==> src/rtl/matrix_ring_rotate_defines.svh <==
// Assertion macros used by the matrix ring rotate RTL.
`ifndef MATRIX_RING_ROTATE_DEFINES_SVH
`define MATRIX_RING_ROTATE_DEFINES_SVH

// Same-cycle implication, sampled on the rising clock edge, off during reset.
`define MRR_ASSERT_NOW(label, clk, rst_n, ante, cons, msg) \
    label: assert property (@(posedge clk) disable iff (!rst_n) (ante) |-> (cons)) \
        else $error(msg);

// Next-cycle implication, sampled on the rising clock edge, off during reset.
`define MRR_ASSERT_NEXT(label, clk, rst_n, ante, cons, msg) \
    label: assert property (@(posedge clk) disable iff (!rst_n) (ante) |=> (cons)) \
        else $error(msg);

`endif

==> src/rtl/mrr_pkg.sv <==
// Package with types and constants of the matrix ring rotate block.
`default_nettype none

package mrr_pkg;

    localparam int MAX_DIM_DEFAULT = 16;

    localparam int DIM_W     = 5;
    localparam int POS_W     = 4;
    localparam int VALUE_W   = 32;
    localparam int CFG_IDX_W = 2;

    typedef logic [DIM_W-1:0]     dim_t;
    typedef logic [POS_W-1:0]     pos_t;
    typedef logic [VALUE_W-1:0]   word_t;
    typedef logic [CFG_IDX_W-1:0] cfg_idx_t;

    localparam dim_t ROWS_RESET = dim_t'(16);
    localparam dim_t COLS_RESET = dim_t'(16);

    localparam cfg_idx_t CFG_ROWS = cfg_idx_t'(0);
    localparam cfg_idx_t CFG_COLS = cfg_idx_t'(1);

    localparam logic KIND_WRITE = 1'b0;
    localparam logic KIND_READ  = 1'b1;

endpackage

`default_nettype wire

==> src/rtl/mrr_addr.sv <==
// Ring source address unit: maps a position to the word it shows after rotation.
`default_nettype none

module mrr_addr #(
    parameter int MAX_DIM = mrr_pkg::MAX_DIM_DEFAULT
) (
    input  mrr_pkg::dim_t rows,
    input  mrr_pkg::dim_t cols,
    input  mrr_pkg::pos_t row_index,
    input  mrr_pkg::pos_t col_index,
    output logic          in_range,
    output logic [$clog2(MAX_DIM*MAX_DIM)-1:0] plain_addr,
    output logic [$clog2(MAX_DIM*MAX_DIM)-1:0] addr
);
    import mrr_pkg::*;

    localparam int MAX_W = $clog2(MAX_DIM + 1);
    localparam int DW    = (MAX_W > DIM_W) ? MAX_W : DIM_W;
    localparam int AW    = $clog2(MAX_DIM * MAX_DIM);
    localparam int PW    = AW + DW;
    localparam logic [DW-1:0] MAX_D = DW'(MAX_DIM);
    localparam logic [DW-1:0] ONE_D = DW'(1);

    logic [DW-1:0] nr, nc, r, c;
    logic [DW-1:0] dist_b, dist_r, k, half;
    logic [DW-1:0] bottom, right;
    logic [DW-1:0] src_r, src_c;

    always_comb
    begin
        // Zero acts as one, anything above the store size acts as the store size.
        if (rows == '0)
            nr = ONE_D;
        else if (DW'(rows) > MAX_D)
            nr = MAX_D;
        else
            nr = DW'(rows);
        if (cols == '0)
            nc = ONE_D;
        else if (DW'(cols) > MAX_D)
            nc = MAX_D;
        else
            nc = DW'(cols);

        r = DW'(row_index);
        c = DW'(col_index);
        in_range = (r < nr) && (c < nc);

        // Ring index is the distance to the nearest edge.
        dist_b = nr - ONE_D - r;
        dist_r = nc - ONE_D - c;
        k = (r < c) ? r : c;
        if (dist_b < k)
            k = dist_b;
        if (dist_r < k)
            k = dist_r;
        half   = ((nr < nc) ? nr : nc) >> 1;
        bottom = nr - ONE_D - k;
        right  = nc - ONE_D - k;

        src_r = r;
        src_c = c;
        if (k < half)
        begin
            if (r == k && c > k)
                src_c = c - ONE_D;
            else if (c == right && r > k)
                src_r = r - ONE_D;
            else if (r == bottom && c < right)
                src_c = c + ONE_D;
            else
                src_r = r + ONE_D;
        end

        plain_addr = AW'(PW'(r) * PW'(MAX_DIM) + PW'(c));
        addr       = AW'(PW'(src_r) * PW'(MAX_DIM) + PW'(src_c));
    end

endmodule

`default_nettype wire

==> config.mk <==
export PLATFORM = sky130hd
export DESIGN_NAME = mrr_addr
export DESIGN_NICKNAME = d
export VERILOG_FILES = /design/src/rtl/matrix_ring_rotate_defines.svh /design/src/rtl/mrr_pkg.sv /design/src/rtl/mrr_addr.sv
export SDC_FILE = /design/constraint.sdc
export NUM_CORES = 1
export LEC_CHECK = 0
export ABC_CLOCK_PERIOD_IN_PS = 14850
export BUFFER_PORTS_ARGS = -buffer_cell sky130_fd_sc_hd__buf_2
export CAP_MARGIN = 30
export CELL_PAD_IN_SITES_DETAIL_PLACEMENT = 0
export CELL_PAD_IN_SITES_GLOBAL_PLACEMENT = 1
export CORE_MARGIN = 8
export CORE_UTILIZATION = 46
export DETAILED_ROUTE_END_ITERATION = 12
export PLACE_DENSITY = 0.95
export SETUP_SLACK_MARGIN = 0.2
export SLEW_MARGIN = 40
export SYNTH_ARGS = -nofsm -noshare
export SYNTH_HDL_FRONTEND = slang
export SYNTH_SLANG_ARGS = --single-unit
==> constraint.sdc <==
create_clock -name vclk -period 14.85
set_input_delay 2.2275 -clock vclk [all_inputs]
set_output_delay 2.2275 -clock vclk [all_outputs]
set_load 0.02 [all_outputs]
==> results of run 1 <==
==> cells in the mapped netlist (2+ instances only) <==
| master | n |
|---|---|
| mux2i_1 | 6 |
| xor2_1 | 10 |
| a211o_1 | 2 |
| and2_1 | 4 |
| o21a_1 | 6 |
| o21ai_0 | 15 |
| nor3_1 | 7 |
| ha_1 | 54 |
| nand2b_1 | 6 |
| fa_1 | 4 |
| inv_1 | 41 |
| a211oi_1 | 3 |
| clkbuf_1 | 3 |
| nand2_1 | 19 |
| a21oi_2 | 2 |
| buf_4 | 8 |
| o211a_1 | 3 |
| mux2_2 | 3 |
| nor2b_1 | 10 |
| a21o_1 | 6 |
| o31ai_1 | 2 |
| nor2_1 | 15 |
| o21ai_2 | 2 |
| buf_6 | 2 |
| nand3_1 | 10 |
| a31oi_1 | 3 |
| xnor2_1 | 18 |
| a21oi_1 | 19 |
| nor3b_1 | 2 |
| mux2_4 | 2 |
==> report_power, final <==
group | internal, mW | switching [mW] | leakage, nW | total (mW)
combinational | 0.141 | 0.207 | 1.37 | 0.348
sequential | 0 | 0 | 0 | 0
clock | 0 | 0 | 0 | 0
==> how the worst max path moves through the flow <==
stage | start | end | slack (ns) | cells past startpoint
after CTS | rows[4] | addr[7] | 1.22 | 39
after floorplan | rows[1] | addr[7] | 2.42 | 39
after global routing | rows[4] | addr[7] | 0.54 | 39
after global placement | rows[1] | addr[7] | 1.70 | 39
final | rows[4] | addr[7] | 1.19 | 39
after detailed placement | rows[4] | addr[7] | 1.28 | 39
==> area by class of cell <==
class	instances	share of cell area, %
repair buffers	35	6.15
well taps	72	3.16
multi-input cells	281	85.1
inverters	42	5.54
==> cell families after synthesis <==
group | count (synthesis) | share of synthesized area [%]
compound gates | 91 | 28.1
xor+xnor | 29 | 9.77
fa+ha+maj | 59 | 28.7
buf+inv | 55 | 9.40
mux | 12 | 5.05
other cells | 1 | 0.140
simple gates | 89 | 18.9
==> routing by layer <==
layer	up-vias	GRT usage, %	part of all wire [%]
li1	1252	-	-
met1	1147	20.8	47
met2	69	30.0	46
met3	8	1.47	6.0
met4	0	2.82	1.3
met5	-	0	0
==> metrics by stage <==
step           power (mW)  utilization (%)  std cells  area (sq um)
2_1_floorplan       0.282                -        336          2680
3_3_place_gp        0.337             51.1        430          2850
3_5_place_dp        0.343             51.1        430          2850
4_1_cts             0.346             51.1        430          2850
5_1_grt             0.386             51.1        430          2850
6_report            0.348             51.1        430          2850
==> results.yml, run 1 <==
run_status:
  status: "completed"
drt:
  drtIter0Drc: 113
  wl_per_cell_um: 16.7
  drt-pass1-iter-count: 4
  routed_wirelength_mm: 7.17
  route.detailed.drc: 0
  drtAntennaViolNets: 0
  vias_per_cell: 5.76
  vias: 2476
logic_synthesis:
  syn_inst: 336
  yosys_warnings: 0
  synth_cell_types: 79
  ys_seq_area_share_pct: 0
  netlist.area_leader.share_pct: 25.2
  netlist_area_sq_um: 2680
  syn_nets: 412
  syn_area_per_cell_sq_um: 7.97
  synth_top_cells_by_area: "ha_1 (25%), xnor2_1 (5.9%), inv_1 (5.8%)"
  yosysTopAreaCell: "ha_1"
final_layout:
  multi_input_area_sq_um: 2420
  nets: 436
  n_antenna_cell: 0
  seq_area_sq_um: 0
  drive_above_1_share_pct: 19.6
  design.seq.count: 0
  final_common_cell: "ha_1"
  final_cell_mix: "ha_1 (54), inv_1 (41), buf_2 (35)"
  num-fill-cells: 544
  clock_buffers: 0
  areaGrowthSynthToFinish_pct: 6.40
critical_path:
  cp_max_fo: 10
  critPathCaptureType: "output pin"
  crit_slowest_cell: "or3_4"
  crit_top_cell: "ha_1"
  critical_path_required_ns: 12.62
  path_buf_inv: 5
  criticalPathCategory: "primary input to output pin"
  worst_path_largest_cell_delay_ns: 0.46
  cp-start-kind: "primary input"
  worst_ep_arrival_time_ns: 11.43
  crit_family: "compound AO/OA/AOI/OAI gates"
floorplanning:
  core_area_sq_um: 5570
  pin_count: 35
  die_area_sq_um: 8510
  dieWidth_um: 92.3
  start_util_pct: 48.0
  die_y_um: 92.3
  rows: 27
clocking:
  cts-hold-fix-buffers: 0
  post-cts-setup-buffers: 0
  post_cts_resized: 0
global_routing:
  grt_first_pass_wirelength_mm: 11.9
  grt_max_degree: 16
  grt_pass1_vias: 2550
  grt_usage_pct: 16.6
  antenna_found_initial: 0
  gr-total-overflow: 0
min_path:
  min_from: "row_index[0]"
  hold_class: "primary input to output pin"
  holdPathEnd: "plain_addr[4]"
  worstHoldPathCells: 2
timing:
  fin_crit_sh_pct: 92.0
  fin_setup_tns_ns: 0
  fin_ws_ns: 1.19
  hold_violations: 0
  slew_headroom_pct: 57.3
  finalCriticalPeriod_ns: 13.66
  drv_slew: 0
  hold_ws_ns: 4.81
  tightest_slew_ns: 0.639
  setup_viol: 0
  rsz0062_at_grt: "false"
  fmax_ghz: 0.0732
placement:
  place_ws_ns: 1.28
  routabilityCongestion: 0.919
  dp_hpwl_mm: 5.98
  portBuffers: 35
pwr:
  power_density_nw_per_um2: 122
  ir_worst_vdd_v: 0.0000841
  p_leak_nw: 1.37
run:
  maxCapViolCount: 0
(Power assumes the default switching activity.)
==> run 2, diff against run 1 <==
--- a/config.mk
+++ b/config.mk
@@ -14,6 +14,7 @@
 export CORE_UTILIZATION = 46
 export DETAILED_ROUTE_END_ITERATION = 12
 export PLACE_DENSITY = 0.95
+export REMOVE_ABC_BUFFERS = 1
 export SETUP_SLACK_MARGIN = 0.2
 export SLEW_MARGIN = 40
 export SYNTH_ARGS = -nofsm -noshare
==> results.yml, run 2 (same netlist as run 1, synthesis figures left out) <==
floorplanning:
  pin_count: 35
  die_y_um: 92.3
  die_area_sq_um: 8510
  start_util_pct: 48.0
  rows: 27
  dieWidth_um: 92.3
  core_area_sq_um: 5570
timing:
  tightest_slew_ns: 0.554
  setup_viol: 0
  slew_headroom_pct: 62.8
  drv_slew: 0
  fmax_ghz: 0.0747
  finalCriticalPeriod_ns: 13.38
  hold_ws_ns: 4.82
  rsz0062_at_grt: "false"
  fin_setup_tns_ns: 0
  fin_crit_sh_pct: 90.1
  hold_violations: 0
placement:
  portBuffers: 35
  dp.cells: 430
  dp_hpwl_mm: 5.94
  routabilityCongestion: 0.988
final_layout:
  final_cell_mix: "ha_1 (54), inv_1 (41), buf_2 (35)"
  design.seq.count: 0
  seq_area_sq_um: 0
  final_common_cell: "ha_1"
  fin_cells: 430
  nets: 436
  drive_above_1_share_pct: 19.6
  areaGrowthSynthToFinish_pct: 6.40
  clock_buffers: 0
  n_antenna_cell: 0
drt:
  vias: 2465
  drtIter0Drc: 138
  routed_wirelength_mm: 6.97
  route.detailed.drc: 0
  drtAntennaViolNets: 0
  wl_per_cell_um: 16.2
  vias_per_cell: 5.73
  drt-pass1-iter-count: 4
critical_path:
  crit_top_cell: "ha_1"
  worst_ep_arrival_time_ns: 11.15
  criticalPathCategory: "primary input to output pin"
  cp-start-kind: "primary input"
  critical_path_required_ns: 12.62
  crit_slowest_cell: "or3_4"
  cp_max_fo: 10
  critPathCaptureType: "output pin"
  worst_path_largest_cell_delay_ns: 0.46
run:
  maxCapViolCount: 0
pwr:
  combPwrFrac_pct: 100.0
  ir_worst_vdd_v: 0.0000553
  p_sw_share_pct: 59.4
  seqPwrFrac_pct: 0
  power_density_nw_per_um2: 122
  power_switching_mw: 0.206
  p_leak_nw: 1.37
  p_clk_share_pct: 0
  power.internal_mw: 0.141
clocking:
  post-cts-setup-buffers: 0
  cts-hold-fix-buffers: 0
  post_cts_resized: 0
min_path:
  hold_class: "primary input to output pin"
global_routing:
  grt_usage_pct: 16.0
  grt_max_degree: 16
  gr-total-overflow: 0
  grt_pass1_vias: 2399
  antenna_found_initial: 0
  grt_first_pass_wirelength_mm: 11.5
run_status:
  status: "completed"
run 2: path summary, 6_finish.rpt:
path,endpoint,from,depth (start not counted)
worst max-delay path,addr[7],rows[4],41
worst min-delay path,plain_addr[0],col_index[0],2
run 2: per-stage QoR:
stage | util, % | worst slack (ns) | power, mW | cell area, sq um
CTS | 51.1 | 1.51 | 0.345 | 2850
floorplan | - | 2.43 | 0.269 | 2580
detailed placement | 51.1 | 1.53 | 0.343 | 2850
finish | 51.1 | 1.47 | 0.347 | 2850
global route | 51.1 | 0.886 | 0.384 | 2850
global placement | 51.1 | 1.83 | 0.335 | 2850
run 2: critical path, delay by kind of cell:
kind | cells | cell delay (ns)
xor gates and xnor gates | 3 | 0.52
and+or+nand+nor | 10 | 2.05
adders and majority gates | 8 | 2.39
muxes | 1 | 0.22
buffers and inverters | 5 | 0.73
AOI/OAI and AO/OA | 14 | 2.99
run 2: cell type report:
type / instances / area, sq um
tap: 72 / 90.1
multi-input combinational: 281 / 2420
fill: 547 / 2730
inverter: 42 / 158
timing repair buffer: 35 / 175
run 2: metal layers:
metal / track usage [%] / part of all wire, % / up-vias
li1: - / - / 1253
met1: 20.2 / 46 / 1132
met5: 0 / 0 / -
met4: 1.74 / 1.2 / 0
met2: 29.0 / 46 / 72
met3: 1.96 / 6.7 / 8
run 2: power groups by stage:
stage	Clock [mW]	Sequential, mW	Combinational (mW)
2_1_floorplan	0	0	0.269
3_3_place_gp	0	0	0.335
3_5_place_dp	0	0	0.343
4_1_cts	0	0	0.345
5_1_grt	0	0	0.384
6_report	0	0	0.347
